## src/rtl/sabd_pkg.sv

```systemverilog
`default_nettype none
// ----------------------------------------------------------------------------
// sabd_pkg: shared types and constants
// Field widths, register codes, reset values and the item and result records
// that pass between the front end, the averaging back end and the result queue.
// ----------------------------------------------------------------------------
package sabd_pkg;

	localparam int NUM_CH     = 3;
	localparam int CH_W       = 2;
	localparam int SMP_W      = 16;
	localparam int CUT_W      = 12;
	localparam int CUT_DROP   = 4;
	localparam int SUM_W      = 20;
	localparam int SCL_W      = 9;
	localparam int SCL_SHIFT  = 3;
	localparam int VAL_W      = 10;
	localparam int HOLD_W     = 8;
	localparam int LIM_W      = 8;
	localparam int OFS_W      = 9;
	localparam int DCNT_W     = 9;
	localparam int BTN_W      = 3;
	localparam int CFG_IDX_W  = 2;
	localparam int CFG_DATA_W = 9;

	localparam int OQ_DEPTH = 4;
	localparam int OQ_PTR_W = 2;
	localparam int OQ_CNT_W = 3;

	localparam logic [CH_W-1:0]   CH_FIRST   = 2'd0;
	localparam logic [CH_W-1:0]   CH_LAST    = 2'd2;
	localparam logic [HOLD_W-1:0] HOLD_RST   = 8'd100;
	localparam logic [LIM_W-1:0]  LIMIT_RST  = 8'd10;
	localparam logic [OFS_W-1:0]  OFFSET_RST = 9'd100;
	localparam logic [VAL_W-1:0]  REPORT_RST = 10'd200;
	localparam logic [DCNT_W-1:0] DCNT_MAX   = 9'd511;

	typedef enum logic [BTN_W-1:0] {
		BTN_NONE   = 3'd0,
		BTN_DOWN   = 3'd1,
		BTN_LEFT   = 3'd2,
		BTN_SELECT = 3'd3,
		BTN_UP     = 3'd4,
		BTN_RIGHT  = 3'd5
	} btn_code_t;

	typedef enum logic [CFG_IDX_W-1:0] {
		CFG_CHANGE_HOLD    = 2'd0,
		CFG_DEBOUNCE_LIMIT = 2'd1,
		CFG_VALUE_OFFSET   = 2'd2
	} cfg_idx_t;

	typedef struct packed {
		logic [HOLD_W-1:0] change_hold;
		logic [LIM_W-1:0]  debounce_limit;
		logic [OFS_W-1:0]  value_offset;
	} cfg_t;

	// one tick after the front end: cut readings and the two button inputs
	typedef struct packed {
		logic [NUM_CH-1:0][CUT_W-1:0] cut;
		logic                         left;
		logic                         right;
	} tick_t;

	typedef struct packed {
		logic [NUM_CH-1:0][VAL_W-1:0] value;
		logic [NUM_CH-1:0]            changed;
		logic                         left_pressed;
		logic                         right_pressed;
		logic                         left_toggled;
		logic                         right_toggled;
	} result_t;

endpackage
`default_nettype wire

```

## src/rtl/sabd_ifs.sv

```systemverilog
`default_nettype none
// ----------------------------------------------------------------------------
// sabd channel interfaces
// Valid/ready channels for input ticks, results and register writes.
// ----------------------------------------------------------------------------
interface sabd_item_if;
	logic                         valid;
	logic                         ready;
	logic [sabd_pkg::SMP_W-1:0]   sample_a;
	logic [sabd_pkg::SMP_W-1:0]   sample_b;
	logic [sabd_pkg::SMP_W-1:0]   sample_c;
	logic [sabd_pkg::BTN_W-1:0]   button_code;

	modport source(output valid, output sample_a, output sample_b, output sample_c,
		output button_code, input ready);
	modport sink(input valid, input sample_a, input sample_b, input sample_c,
		input button_code, output ready);
endinterface

interface sabd_result_if;
	logic                               valid;
	logic                               ready;
	logic signed [sabd_pkg::VAL_W-1:0]  value_a;
	logic signed [sabd_pkg::VAL_W-1:0]  value_b;
	logic signed [sabd_pkg::VAL_W-1:0]  value_c;
	logic                               changed_a;
	logic                               changed_b;
	logic                               changed_c;
	logic                               left_pressed;
	logic                               right_pressed;
	logic                               left_toggled;
	logic                               right_toggled;

	modport source(output valid, output value_a, output value_b, output value_c,
		output changed_a, output changed_b, output changed_c, output left_pressed,
		output right_pressed, output left_toggled, output right_toggled, input ready);
	modport sink(input valid, input value_a, input value_b, input value_c,
		input changed_a, input changed_b, input changed_c, input left_pressed,
		input right_pressed, input left_toggled, input right_toggled, output ready);
endinterface

interface sabd_cfg_if;
	logic                              valid;
	logic                              ready;
	logic [sabd_pkg::CFG_IDX_W-1:0]    index;
	logic [sabd_pkg::CFG_DATA_W-1:0]   data;

	modport source(output valid, output index, output data, input ready);
	modport sink(input valid, input index, input data, output ready);
endinterface
`default_nettype wire

```

## src/rtl/sabd_front.sv

```systemverilog
`default_nettype none
// ----------------------------------------------------------------------------
// sabd_front: tick intake
// Accepts ticks, cuts the readings to 12 bits, decodes the button code and
// holds up to two ticks for the back end.
// ----------------------------------------------------------------------------
module sabd_front (
	input  logic              clk,
	input  logic              arst_n,
	sabd_item_if.sink         item,
	output logic              head_valid,
	output sabd_pkg::tick_t   head,
	input  logic              pop
);

	sabd_pkg::tick_t q_q [2];
	logic            wr_ptr_q;
	logic            rd_ptr_q;
	logic [1:0]      cnt_q;
	logic            push;
	sabd_pkg::tick_t entry;

	assign item.ready = (cnt_q != 2'd2);
	assign push       = item.valid && item.ready;
	assign head_valid = (cnt_q != 2'd0);
	assign head       = q_q[rd_ptr_q];

	always_comb begin
		entry.cut[0] = item.sample_a[sabd_pkg::SMP_W-1:sabd_pkg::CUT_DROP];
		entry.cut[1] = item.sample_b[sabd_pkg::SMP_W-1:sabd_pkg::CUT_DROP];
		entry.cut[2] = item.sample_c[sabd_pkg::SMP_W-1:sabd_pkg::CUT_DROP];
		// unused codes count as neither button
		entry.left   = (item.button_code == sabd_pkg::BTN_LEFT);
		entry.right  = (item.button_code == sabd_pkg::BTN_RIGHT);
	end

	always_ff @(posedge clk) begin
		if (push) begin
			q_q[wr_ptr_q] <= entry;
		end
	end

	always_ff @(posedge clk or negedge arst_n) begin
		if (!arst_n) begin
			wr_ptr_q <= 1'b0;
			rd_ptr_q <= 1'b0;
			cnt_q    <= 2'd0;
		end else begin
			if (push) begin
				wr_ptr_q <= ~wr_ptr_q;
			end
			if (pop) begin
				rd_ptr_q <= ~rd_ptr_q;
			end
			unique case ({push, pop})
				2'b10:   cnt_q <= cnt_q + 2'd1;
				2'b01:   cnt_q <= cnt_q - 2'd1;
				default: cnt_q <= cnt_q;
			endcase
		end
	end

endmodule
`default_nettype wire

```

## src/rtl/sabd_back.sv

```systemverilog
`default_nettype none
// ----------------------------------------------------------------------------
// sabd_back: averaging and debounce engine
// Walks the three channels of a tick through one shared sample memory, keeps
// the running sums, scales the average, applies persistence and debounces
// the buttons. A result leaves on the last channel of each tick.
// ----------------------------------------------------------------------------
module sabd_back #(
	parameter int WINDOW = 64
) (
	input  logic                clk,
	input  logic                arst_n,
	input  logic                head_valid,
	input  sabd_pkg::tick_t     head,
	input  logic                space,
	input  sabd_pkg::cfg_t      cfg,
	output logic                start,
	output logic                push,
	output sabd_pkg::result_t   res
);

	localparam int PTR_W   = $clog2(WINDOW);
	localparam int AW      = $clog2(sabd_pkg::NUM_CH * WINDOW);
	localparam int SHIFT   = sabd_pkg::SUM_W + PTR_W;
	localparam int RECIP_W = sabd_pkg::SUM_W + 1;
	localparam int PROD_W  = sabd_pkg::SUM_W + RECIP_W;
	localparam int SCL_LSB = SHIFT + sabd_pkg::SCL_SHIFT;
	// exact floor division of any 20-bit sum by WINDOW
	localparam logic [63:0] RECIP_FULL =
		((64'd1 << SHIFT) + 64'(WINDOW) - 64'd1) / 64'(WINDOW);
	localparam logic [RECIP_W-1:0] RECIP    = RECIP_FULL[RECIP_W-1:0];
	localparam logic [PTR_W-1:0]   PTR_LAST = PTR_W'(WINDOW - 1);

	// sequencer
	logic                            busy_q;
	logic [sabd_pkg::CH_W-1:0]       ch_q;
	logic [PTR_W-1:0]                ptr_q;
	logic                            wrapped_q;
	sabd_pkg::tick_t                 cur_q;
	logic                            issue;
	logic                            issue_last;
	logic [sabd_pkg::CH_W-1:0]       issue_ch;
	logic [sabd_pkg::CUT_W-1:0]      issue_cut;
	logic [AW-1:0]                   rd_addr;

	logic [sabd_pkg::CUT_W-1:0]      mem_q [sabd_pkg::NUM_CH * WINDOW];

	// stage 1: memory read data
	logic                            vld_s1;
	logic [sabd_pkg::CH_W-1:0]       ch_s1;
	logic [sabd_pkg::CUT_W-1:0]      cut_s1;
	logic [AW-1:0]                   addr_s1;
	logic                            old_ok_s1;
	logic                            last_s1;
	logic [1:0]                      btn_s1;
	logic [sabd_pkg::CUT_W-1:0]      rd_s1;
	logic [sabd_pkg::CUT_W-1:0]      old_val;
	logic [sabd_pkg::SUM_W-1:0]      sum_new;
	logic [sabd_pkg::SUM_W-1:0]      sums_q [sabd_pkg::NUM_CH];

	// stage 2: updated sum
	logic                            vld_s2;
	logic [sabd_pkg::CH_W-1:0]       ch_s2;
	logic                            last_s2;
	logic [1:0]                      btn_s2;
	logic [sabd_pkg::SUM_W-1:0]      sum_s2;
	logic [PROD_W-1:0]               prod;

	// stage 3: scaled average
	logic                            vld_s3;
	logic [sabd_pkg::CH_W-1:0]       ch_s3;
	logic                            last_s3;
	logic [1:0]                      btn_s3;
	logic [sabd_pkg::SCL_W-1:0]      scaled_s3;
	logic [sabd_pkg::VAL_W-1:0]      v;
	logic                            differ;
	logic                            take;

	logic [sabd_pkg::VAL_W-1:0]      rep_q  [sabd_pkg::NUM_CH];
	logic [sabd_pkg::HOLD_W-1:0]     pers_q [sabd_pkg::NUM_CH];
	logic [sabd_pkg::NUM_CH-1:0]     chg_q;
	logic [1:0]                      btn_st_q;
	logic [sabd_pkg::DCNT_W-1:0]     dcnt_q [2];
	logic [1:0]                      flip;
	logic [1:0]                      btn_st_next;
	logic [sabd_pkg::DCNT_W-1:0]     dcnt_next [2];

	// ---------------- issue ----------------
	assign start      = !busy_q && head_valid && space;
	assign issue      = start || busy_q;
	assign issue_ch   = start ? sabd_pkg::CH_FIRST : ch_q;
	assign issue_cut  = start ? head.cut[0] : cur_q.cut[ch_q];
	assign issue_last = busy_q && (ch_q == sabd_pkg::CH_LAST);
	assign rd_addr    = AW'(issue_ch) * AW'(WINDOW) + AW'(ptr_q);

	always_ff @(posedge clk or negedge arst_n) begin
		if (!arst_n) begin
			busy_q    <= 1'b0;
			ch_q      <= sabd_pkg::CH_FIRST;
			ptr_q     <= '0;
			wrapped_q <= 1'b0;
		end else begin
			if (start) begin
				busy_q <= 1'b1;
				ch_q   <= sabd_pkg::CH_FIRST + 2'd1;
			end else if (busy_q) begin
				if (issue_last) begin
					busy_q <= 1'b0;
					ch_q   <= sabd_pkg::CH_FIRST;
					if (ptr_q == PTR_LAST) begin
						ptr_q     <= '0;
						wrapped_q <= 1'b1;
					end else begin
						ptr_q <= ptr_q + PTR_W'(1);
					end
				end else begin
					ch_q <= ch_q + 2'd1;
				end
			end
		end
	end

	always_ff @(posedge clk) begin
		if (start) begin
			cur_q <= head;
		end
	end

	// ---------------- sample memory ----------------
	always_ff @(posedge clk) begin
		if (vld_s1) begin
			mem_q[addr_s1] <= cut_s1;
		end
		if (issue) begin
			rd_s1 <= mem_q[rd_addr];
		end
	end

	always_ff @(posedge clk) begin
		ch_s1     <= issue_ch;
		cut_s1    <= issue_cut;
		addr_s1   <= rd_addr;
		// entries are valid only once the ring has come around
		old_ok_s1 <= wrapped_q;
		last_s1   <= issue_last;
		btn_s1    <= {cur_q.right, cur_q.left};
	end

	// ---------------- running sum ----------------
	assign old_val = old_ok_s1 ? rd_s1 : '0;
	assign sum_new = sums_q[ch_s1] - sabd_pkg::SUM_W'(old_val) + sabd_pkg::SUM_W'(cut_s1);

	always_ff @(posedge clk or negedge arst_n) begin
		if (!arst_n) begin
			for (int i = 0; i < sabd_pkg::NUM_CH; i++) begin
				sums_q[i] <= '0;
			end
		end else if (vld_s1) begin
			sums_q[ch_s1] <= sum_new;
		end
	end

	always_ff @(posedge clk) begin
		ch_s2   <= ch_s1;
		last_s2 <= last_s1;
		btn_s2  <= btn_s1;
		sum_s2  <= sum_new;
	end

	// ---------------- scaling ----------------
	assign prod = PROD_W'(sum_s2) * PROD_W'(RECIP);

	always_ff @(posedge clk) begin
		ch_s3     <= ch_s2;
		last_s3   <= last_s2;
		btn_s3    <= btn_s2;
		scaled_s3 <= prod[SCL_LSB +: sabd_pkg::SCL_W];
	end

	always_ff @(posedge clk or negedge arst_n) begin
		if (!arst_n) begin
			vld_s1 <= 1'b0;
			vld_s2 <= 1'b0;
			vld_s3 <= 1'b0;
		end else begin
			vld_s1 <= issue;
			vld_s2 <= vld_s1;
			vld_s3 <= vld_s2;
		end
	end

	// ---------------- persistence ----------------
	assign v      = {1'b0, scaled_s3} - {1'b0, cfg.value_offset};
	assign differ = (v != rep_q[ch_s3]);
	assign take   = differ && (pers_q[ch_s3] >= cfg.change_hold);

	always_ff @(posedge clk or negedge arst_n) begin
		if (!arst_n) begin
			for (int i = 0; i < sabd_pkg::NUM_CH; i++) begin
				rep_q[i]  <= sabd_pkg::REPORT_RST;
				pers_q[i] <= '0;
			end
		end else if (vld_s3) begin
			if (!differ) begin
				pers_q[ch_s3] <= '0;
			end else if (take) begin
				pers_q[ch_s3] <= '0;
				rep_q[ch_s3]  <= v;
			end else begin
				pers_q[ch_s3] <= pers_q[ch_s3] + sabd_pkg::HOLD_W'(1);
			end
		end
	end

	always_ff @(posedge clk) begin
		if (vld_s3) begin
			chg_q[ch_s3] <= take;
		end
	end

	// ---------------- debounce ----------------
	always_comb begin
		logic [sabd_pkg::DCNT_W-1:0] inc;
		for (int b = 0; b < 2; b++) begin
			inc            = (dcnt_q[b] != sabd_pkg::DCNT_MAX) ?
				dcnt_q[b] + sabd_pkg::DCNT_W'(1) : dcnt_q[b];
			flip[b]        = 1'b0;
			btn_st_next[b] = btn_st_q[b];
			dcnt_next[b]   = dcnt_q[b];
			// counter holds its value on agreeing ticks
			if (btn_s3[b] != btn_st_q[b]) begin
				if (inc > {1'b0, cfg.debounce_limit}) begin
					flip[b]        = 1'b1;
					btn_st_next[b] = btn_s3[b];
					dcnt_next[b]   = '0;
				end else begin
					dcnt_next[b] = inc;
				end
			end
		end
	end

	assign push = vld_s3 && last_s3;

	always_ff @(posedge clk or negedge arst_n) begin
		if (!arst_n) begin
			btn_st_q  <= 2'b00;
			dcnt_q[0] <= '0;
			dcnt_q[1] <= '0;
		end else if (push) begin
			btn_st_q  <= btn_st_next;
			dcnt_q[0] <= dcnt_next[0];
			dcnt_q[1] <= dcnt_next[1];
		end
	end

	// ---------------- result ----------------
	always_comb begin
		for (int k = 0; k < sabd_pkg::NUM_CH; k++) begin
			if (ch_s3 == sabd_pkg::CH_W'(k)) begin
				res.value[k]   = take ? v : rep_q[k];
				res.changed[k] = take;
			end else begin
				res.value[k]   = rep_q[k];
				res.changed[k] = chg_q[k];
			end
		end
		res.left_pressed  = btn_st_next[0];
		res.right_pressed = btn_st_next[1];
		res.left_toggled  = flip[0];
		res.right_toggled = flip[1];
	end

endmodule
`default_nettype wire

```

## src/rtl/sabd_outq.sv

```systemverilog
`default_nettype none
// ----------------------------------------------------------------------------
// sabd_outq: result queue
// Holds finished results until taken and hands out slots ahead of time so
// the back end never has to stall mid-tick.
// ----------------------------------------------------------------------------
module sabd_outq (
	input  logic                clk,
	input  logic                arst_n,
	input  logic                reserve,
	input  logic                push,
	input  sabd_pkg::result_t   din,
	output logic                space,
	sabd_result_if.source       result
);

	sabd_pkg::result_t                 q_q [sabd_pkg::OQ_DEPTH];
	logic [sabd_pkg::OQ_PTR_W-1:0]     wr_ptr_q;
	logic [sabd_pkg::OQ_PTR_W-1:0]     rd_ptr_q;
	logic [sabd_pkg::OQ_CNT_W-1:0]     cnt_q;
	logic [sabd_pkg::OQ_CNT_W-1:0]     rsv_q;
	logic                              pop;
	sabd_pkg::result_t                 head;

	assign pop   = result.valid && result.ready;
	assign space = (rsv_q < sabd_pkg::OQ_CNT_W'(sabd_pkg::OQ_DEPTH));
	assign head  = q_q[rd_ptr_q];

	assign result.valid         = (cnt_q != '0);
	assign result.value_a       = head.value[0];
	assign result.value_b       = head.value[1];
	assign result.value_c       = head.value[2];
	assign result.changed_a     = head.changed[0];
	assign result.changed_b     = head.changed[1];
	assign result.changed_c     = head.changed[2];
	assign result.left_pressed  = head.left_pressed;
	assign result.right_pressed = head.right_pressed;
	assign result.left_toggled  = head.left_toggled;
	assign result.right_toggled = head.right_toggled;

	always_ff @(posedge clk) begin
		if (push) begin
			q_q[wr_ptr_q] <= din;
		end
	end

	always_ff @(posedge clk or negedge arst_n) begin
		if (!arst_n) begin
			wr_ptr_q <= '0;
			rd_ptr_q <= '0;
			cnt_q    <= '0;
			rsv_q    <= '0;
		end else begin
			if (push) begin
				wr_ptr_q <= wr_ptr_q + sabd_pkg::OQ_PTR_W'(1);
			end
			if (pop) begin
				rd_ptr_q <= rd_ptr_q + sabd_pkg::OQ_PTR_W'(1);
			end
			unique case ({push, pop})
				2'b10:   cnt_q <= cnt_q + sabd_pkg::OQ_CNT_W'(1);
				2'b01:   cnt_q <= cnt_q - sabd_pkg::OQ_CNT_W'(1);
				default: cnt_q <= cnt_q;
			endcase
			// slots held by ticks in flight plus results waiting
			unique case ({reserve, pop})
				2'b10:   rsv_q <= rsv_q + sabd_pkg::OQ_CNT_W'(1);
				2'b01:   rsv_q <= rsv_q - sabd_pkg::OQ_CNT_W'(1);
				default: rsv_q <= rsv_q;
			endcase
		end
	end

endmodule
`default_nettype wire

```

## src/rtl/sensor_average_and_button_debounce.sv

```systemverilog
`default_nettype none
// ----------------------------------------------------------------------------
// sensor_average_and_button_debounce: three-channel averager with buttons
// Moving average over WINDOW samples per channel with change persistence,
// plus debounced left and right buttons.
// ----------------------------------------------------------------------------
//  channel  dir  payload                                     handshake
//  item     in   sample_a/b/c, button_code                   valid/ready
//  result   out  value_a/b/c, changed_a/b/c, buttons         valid/ready
//  cfg      in   index, data                                 valid/ready
//
//  The back end issues a tick's channels in turn, one read and one write of
//  the shared sample memory each, through read, sum and scaling registers.
//  A tick starts only with a free slot in the 4-deep result queue, and the
//  2-deep intake queue keeps taking ticks meanwhile. Reset clears sums, ring
//  position, persistence and debounce state at once; sample entries read as
//  zero until the ring has wrapped, so no clear pass.
// ----------------------------------------------------------------------------
module sensor_average_and_button_debounce #(
	parameter int WINDOW = 64
) (
	input  logic          clk,
	input  logic          arst_n,
	sabd_item_if.sink     item,
	sabd_result_if.source result,
	sabd_cfg_if.sink      cfg
);

	sabd_pkg::cfg_t      cfg_q;
	sabd_pkg::tick_t     head;
	sabd_pkg::result_t   res;
	logic                head_valid;
	logic                start;
	logic                push;
	logic                space;

	assign cfg.ready = 1'b1;

	always_ff @(posedge clk or negedge arst_n) begin
		if (!arst_n) begin
			cfg_q.change_hold    <= sabd_pkg::HOLD_RST;
			cfg_q.debounce_limit <= sabd_pkg::LIMIT_RST;
			cfg_q.value_offset   <= sabd_pkg::OFFSET_RST;
		end else if (cfg.valid && cfg.ready) begin
			unique case (cfg.index)
				sabd_pkg::CFG_CHANGE_HOLD: begin
					cfg_q.change_hold <= cfg.data[sabd_pkg::HOLD_W-1:0];
				end
				sabd_pkg::CFG_DEBOUNCE_LIMIT: begin
					cfg_q.debounce_limit <= cfg.data[sabd_pkg::LIM_W-1:0];
				end
				sabd_pkg::CFG_VALUE_OFFSET: begin
					cfg_q.value_offset <= cfg.data[sabd_pkg::OFS_W-1:0];
				end
				default: begin
				end
			endcase
		end
	end

	sabd_front u_front (
		.clk        (clk),
		.arst_n     (arst_n),
		.item       (item),
		.head_valid (head_valid),
		.head       (head),
		.pop        (start)
	);

	sabd_back #(
		.WINDOW (WINDOW)
	) u_back (
		.clk        (clk),
		.arst_n     (arst_n),
		.head_valid (head_valid),
		.head       (head),
		.space      (space),
		.cfg        (cfg_q),
		.start      (start),
		.push       (push),
		.res        (res)
	);

	sabd_outq u_outq (
		.clk     (clk),
		.arst_n  (arst_n),
		.reserve (start),
		.push    (push),
		.din     (res),
		.space   (space),
		.result  (result)
	);

	// a tick is only started from a held intake entry
	a_start_has_head: assert property (@(posedge clk) disable iff (!arst_n)
		start |-> head_valid)
		else $error("tick started with empty intake queue");

	// no new tick starts while the channels of the last one are still issuing
	a_start_spacing: assert property (@(posedge clk) disable iff (!arst_n)
		start |=> !start ##1 !start)
		else $error("tick started before previous channels issued");

	// each tick start is followed by its result push
	a_start_to_push: assert property (@(posedge clk) disable iff (!arst_n)
		start |-> ##5 push)
		else $error("result missing five cycles after tick start");

endmodule
`default_nettype wire

```

## src/flat_wrapper.sv

```systemverilog
// flat-port wrapper written by rule: the top's interface ports become plain ports
module sensor_average_and_button_debounce_flat 
#(
	parameter int WINDOW = 64
)
  (clk, arst_n, item_valid, item_sample_a, item_sample_b, item_sample_c, item_button_code, item_ready, result_valid, result_value_a, result_value_b, result_value_c, result_changed_a, result_changed_b, result_changed_c, result_left_pressed, result_right_pressed, result_left_toggled, result_right_toggled, result_ready, cfg_valid, cfg_index, cfg_data, cfg_ready);
  sabd_item_if item_i ();
  sabd_result_if result_i ();
  sabd_cfg_if cfg_i ();
  input  logic clk;
  input  logic arst_n;
  input wire logic [$bits(item_i.valid)-1:0] item_valid;
  input wire logic [$bits(item_i.sample_a)-1:0] item_sample_a;
  input wire logic [$bits(item_i.sample_b)-1:0] item_sample_b;
  input wire logic [$bits(item_i.sample_c)-1:0] item_sample_c;
  input wire logic [$bits(item_i.button_code)-1:0] item_button_code;
  output wire logic [$bits(item_i.ready)-1:0] item_ready;
  output wire logic [$bits(result_i.valid)-1:0] result_valid;
  output wire logic [$bits(result_i.value_a)-1:0] result_value_a;
  output wire logic [$bits(result_i.value_b)-1:0] result_value_b;
  output wire logic [$bits(result_i.value_c)-1:0] result_value_c;
  output wire logic [$bits(result_i.changed_a)-1:0] result_changed_a;
  output wire logic [$bits(result_i.changed_b)-1:0] result_changed_b;
  output wire logic [$bits(result_i.changed_c)-1:0] result_changed_c;
  output wire logic [$bits(result_i.left_pressed)-1:0] result_left_pressed;
  output wire logic [$bits(result_i.right_pressed)-1:0] result_right_pressed;
  output wire logic [$bits(result_i.left_toggled)-1:0] result_left_toggled;
  output wire logic [$bits(result_i.right_toggled)-1:0] result_right_toggled;
  input wire logic [$bits(result_i.ready)-1:0] result_ready;
  input wire logic [$bits(cfg_i.valid)-1:0] cfg_valid;
  input wire logic [$bits(cfg_i.index)-1:0] cfg_index;
  input wire logic [$bits(cfg_i.data)-1:0] cfg_data;
  output wire logic [$bits(cfg_i.ready)-1:0] cfg_ready;
  assign item_i.valid = item_valid;
  assign item_i.sample_a = item_sample_a;
  assign item_i.sample_b = item_sample_b;
  assign item_i.sample_c = item_sample_c;
  assign item_i.button_code = item_button_code;
  assign item_ready = item_i.ready;
  assign result_valid = result_i.valid;
  assign result_value_a = result_i.value_a;
  assign result_value_b = result_i.value_b;
  assign result_value_c = result_i.value_c;
  assign result_changed_a = result_i.changed_a;
  assign result_changed_b = result_i.changed_b;
  assign result_changed_c = result_i.changed_c;
  assign result_left_pressed = result_i.left_pressed;
  assign result_right_pressed = result_i.right_pressed;
  assign result_left_toggled = result_i.left_toggled;
  assign result_right_toggled = result_i.right_toggled;
  assign result_i.ready = result_ready;
  assign cfg_i.valid = cfg_valid;
  assign cfg_i.index = cfg_index;
  assign cfg_i.data = cfg_data;
  assign cfg_ready = cfg_i.ready;
  sensor_average_and_button_debounce #(.WINDOW(WINDOW)) u_core (.clk(clk), .arst_n(arst_n), .item(item_i), .result(result_i), .cfg(cfg_i));
endmodule
```

## config.mk

```make
export PLATFORM = sky130hd
export DESIGN_NAME = sensor_average_and_button_debounce_flat
export DESIGN_NICKNAME = d
export VERILOG_FILES = /design/src/rtl/sabd_pkg.sv /design/src/rtl/sabd_ifs.sv /design/src/rtl/sabd_front.sv /design/src/rtl/sabd_back.sv /design/src/rtl/sabd_outq.sv /design/src/rtl/sensor_average_and_button_debounce.sv /design/src/flat_wrapper.sv
export SDC_FILE = /design/constraint.sdc
export NUM_CORES = 2
export LEC_CHECK = 0
export BUFFER_PORTS_ARGS = -buffer_cell sky130_fd_sc_hd__buf_4
export CAP_MARGIN = 20
export CELL_PAD_IN_SITES_DETAIL_PLACEMENT = 2
export CELL_PAD_IN_SITES_GLOBAL_PLACEMENT = 2
export CORE_MARGIN = 5
export CORE_UTILIZATION = 50
export CTS_CLUSTER_DIAMETER = 40
export DETAILED_ROUTE_END_ITERATION = 10
export PLACE_DENSITY_LB_ADDON = 0.1
export SYNTH_ARGS = -nofsm -noshare
export SYNTH_HDL_FRONTEND = slang
export SYNTH_SLANG_ARGS = --single-unit
export TNS_END_PERCENT = 5
```

## constraint.sdc

```tcl
create_clock -name clk -period 7.6 [get_ports clk]
set_input_delay 1.52 -clock clk [delete_from_list [all_inputs] [get_ports clk]]
set_output_delay 1.52 -clock clk [all_outputs]
set_load 0.05 [all_outputs]
```

==> summary.txt <==
Synthesis
  – Post-synth EDFFs: 2581
  – Fraction of registers with async set/reset: 6.40%
  – Mean Syn Cell Area: a little over 20 um^2
  – Synth top area cells: edfxtp_1, mux4_2, dfrtp_1, mux2i_1, nor2_1
  – Primary FF master, synth: edfxtp_1
  – Post-synthesis sequential area ratio: 74.8%
  – Post-synth top cells: edfxtp_1, mux4_2, nor2_1, nand2_1, dfrtp_1
  – Post-synth top area cell: edfxtp_1
  – Most frequent cell after synthesis: edfxtp_1
  – Post-synthesis register bit count: 2813
  – Yosys warns: 0
  – Syn Inst Count: 5481
  – Share of the synthesized area in the top cell type: 69.8%
  – Net Count, Synth: 5625
  – Distinct cells, synth: 76
  – Synthesized area: roughly 110000 um^2

GRT
  – Vias in the first global route: 66900
  – Remaining global-route overflow: 0
  – Pin count of the biggest net entering global routing: 105
  – Initial antenna violation count: 25
  – Met2 GRT Util: between 50% and 60%
  – Top Usage Layer GRT: met2
  – Routing usage on met3: 6.22%
  – First-pass GRT wire length: 558000 um
  – GRT Overall Usage: 34.5%
  – GR Layer Usage met1: 43.6%

Clocking
  – Clock Tree Root: clkbuf_16
  – CTS clk-pin slew, worst paths: 0.06 ns
  – Clock Sinks: ~2800
  – CTS Buffer Depth: 4
  – H-tree Lvls: 5
  – Hold bufs inserted after CTS: 0
  – Post-CTS sizing: 0
  – CTS Buf Count: 414
  – Post-CTS setup buffers: 0
  – TritonCTS clock tree: done
  – Worst skew pair latency: 0.99 ns

Power and ir drop
  – Power Density: around 450 nW/um^2
  – Static leakage: 0.0436 uW
  – Maximum vdd ir drop: 459 uV

Floorplanning
  – I/O pin count: 107
  – Die area: 232000 um^2
  – Core region area: 222000 um^2
  – Chip Width: 481 um
  – Initial core utilization: between 50% and 60%
  – Die height: 481 um
  – Rows: 173

Setup path
  – Critical path's most frequent cell: o21ai_0
  – WP depth: 14
  – Slowest cell on the critical path: nor2b_2
  – Largest stage delay, worst path: roughly 0.9 ns
  – Critical path class: reg -> reg
  – R2R depth: 14
  – CP required: 8.40 ns
  – Worst R2R Setup Slack: 2.29 ns
  – Critical Path Source Type: flop
  – Crit path buf inv count: 2
  – CP arrival: 6.11 ns
  – Critical Path Sink Type: flop
  – Top delay family on crit path: compound AO/OA/AOI/OAI gates
  – Reg2reg start: u_core.u_back.addr_s1[7]$_DFF_P_
  – Worst path cell trace: buf_4, nor2b_2, a21oi_1, fa_1, inv_1, ha_1, and2_0, o21ai_0, a31oi_1, a21o_1, a211o_1, o31ai_1, xor2_1, o21ai_0
  – Maximum fanout along the worst path: 22
  – RR Endpoint: u_core.u_back.sums_q[36]$_DFFE_PN0P_

Run status
  – Status: finished clean

Detailed routing
  – Final wirelength: 402000 um
  – Via-to-Cell Ratio: slightly below 7
  – Vias after detailed routing: 62900
  – WL/cell: ~43 um
  – Drt pass-1 iters: 6
  – # DRC: 0
  – 1st-iter DRT viols: 8864
  – Post-route ant nets: 0

STA
  – Period utilisation layout: a little over two thirds
  – Slew of the pin with the lowest slew margin: 1.39 ns
  – Max Fclk: 0.188 GHz
  – Final Critical Period: between 5 and 6 ns
  – Worst rel slew slack: 7.62%
  – Setup TNS: 0 ns
  – Clock skew: 0.0683 ns
  – RSZ-0062 raised after global routing: false
  – Final setup viols: 0
  – Final Hold Viols: 0
  – Slew Viols, Final: 0

Placement
  – I/O Buffers: 93
  – DP Cell Count: 8534
  – Placer Congestion: 0.819
  – Placed cell area: 116000 um^2
  – Final HPWL DP: 218000 um

Layout
  – Design area: roughly 130000 um^2
  – Layout Nets: 6139
  – Cell Count, Final, Fillers Out: 9313
  – Layout cells sized above 1: between 30% and 40%
  – Fillers: between 15000 and 20000
  – Layout Area Growth over Synthesis: 17.7%

Job
  – Max cap viols: 0

Min path
  – Min-Delay Path Depth: 0
  – Hold Crit Start: u_core.u_back.btn_s1[0]$_DFF_P_
  – Worst hold path class: reg -> reg
  – Hold endpoint: u_core.u_back.btn_s2[0]$_DFF_P_
report_power, final:
group	internal [uW]	total, uW	switching [uW]
Clock	11900	20000	8100
Combinational	5940	17600	11700
Sequential	20100	21400	1280
Total	37900	59000	21100
routing by layer:
| metal | routed length, um | part of all wire, % | vias up |
|---|---|---|---|
| met3 | 32700 | 8.1 | 1081 |
| met4 | 22800 | 5.7 | 4 |
| met1 | 144000 | 36 | 34000 |
| li1 | - | - | 23400 |
| met5 | 31 | 0.0077 | - |
| met2 | 203000 | 50 | 4382 |
stage by stage:
| stage | total power [uW] | worst slack [ns] | utilization [%] | hold slack, ns |
|---|---|---|---|---|
| CTS | 58700 | 2.42 | 58.8 | 0.325 |
| detailed placement | 38000 | 2.79 | 52.5 | 0.315 |
| global route | 60500 | 2.17 | 59.0 | 0.320 |
| global placement | 36800 | 3.02 | 52.4 | 0.311 |
| floorplan | 31600 | 2.04 | - | 0.310 |
| finish | 59000 | 2.29 | 59.0 | 0.320 |
cell usage in the layout, fill, tap and decap left out, drive strengths merged, types with 8 or more instances in the layout:
master,count
a21oi,110
clkbuf,470
a221oi,15
dfrtp,163
a22oi,21
a211oi,10
nor3,15
nor2,305
clkinvlp,44
bufinv,46
or2,9
nand2b,16
o31ai,27
fa,15
and3,19
clkinv,134
buf,364
a21o,16
dfstp,17
a31oi,11
o21ai,148
o22ai,29
inv,183
ha,62
nor2b,19
nand2,251
edfxtp,2581
and2,25
nand4,8
xnor2,38
dfxtp,52
xor2,25
mux2i,154
mux4,693
o211ai,14
o221ai,15
mux2,103
or3,8
nand3,41
sequential cells by signal (all words and copies together) (netlist names), 12 cells and up:
register,cells
u_core.u_back.mem_q,2304
u_core.u_outq.q_q,148
u_core.u_front.q_q,76
u_core.u_back.sums_q,54
u_core.u_back.cur_q,38
u_core.u_back.rep_q,30
u_core.cfg_q,25
u_core.u_back.pers_q,24
u_core.u_back.dcnt_q,18
u_core.u_back.cut_s1,12
u_core.u_back.rd_s1,12
cell type report:
| class | count | area (um^2) | area share, % |
|---|---|---|---|
| flip-flops and latches | 2813 | 83100 | 63.6 |
| diodes | 6 | 15.0 | 0.0115 |
| well taps | 2975 | 3720 | 2.85 |
| repair buffers | 368 | 3260 | 2.49 |
| clock inverters | 287 | 3190 | 2.44 |
| multi-input cells | 2278 | 26300 | 20.1 |
| inverters | 120 | 458 | 0.350 |
| clock buffers | 466 | 10700 | 8.19 |
worst reg2reg max path, cell delays in order, from the launching register on:
cell     delay, ns
dfxtp_1       0.35
buf_4         0.35
nor2b_2       0.89
a21oi_1       0.31
fa_1          0.63
inv_1         0.06
ha_1          0.38
and2_0        0.21
o21ai_0       0.30
a31oi_1       0.23
a21o_1        0.30
a211o_1       0.33
o31ai_1       0.26
xor2_1        0.32
o21ai_0       0.19
kinds of logic after synthesis:
| logic type | Yosys count | synth area share (%) |
|---|---|---|
| compound gates | 459 | 2.57 |
| other cells | 1 | 0.00338 |
| buf+inv | 390 | 1.69 |
| simple gates | 728 | 2.86 |
| xor+xnor | 63 | 0.497 |
| fa+ha+maj | 77 | 0.969 |
| flops | 2813 | 74.8 |
| mux | 950 | 16.6 |
worst max-delay path by stage:
stage | from | to | slack (ns)
floorplan | u_core.u_back.cut_s1[4]$_DFF_P_ | u_core.u_back.sums_q[16]$_DFFE_PN0P_ | 2.04
global placement | u_core.u_back.ch_s3[0]$_DFF_P_ | u_core.u_back.rep_q[4]$_DFFE_PN0P_ | 3.02
detailed placement | u_core.u_back.addr_s1[7]$_DFF_P_ | u_core.u_back.sums_q[56]$_DFFE_PN0P_ | 2.79
CTS | u_core.u_back.addr_s1[7]$_DFF_P_ | u_core.u_back.sums_q[36]$_DFFE_PN0P_ | 2.42
global route | u_core.u_back.addr_s1[7]$_DFF_P_ | u_core.u_back.sums_q[36]$_DFFE_PN0P_ | 2.17
finish | u_core.u_back.addr_s1[7]$_DFF_P_ | u_core.u_back.sums_q[36]$_DFFE_PN0P_ | 2.29
No activity file was read; power rests on OpenSTA's default activity.
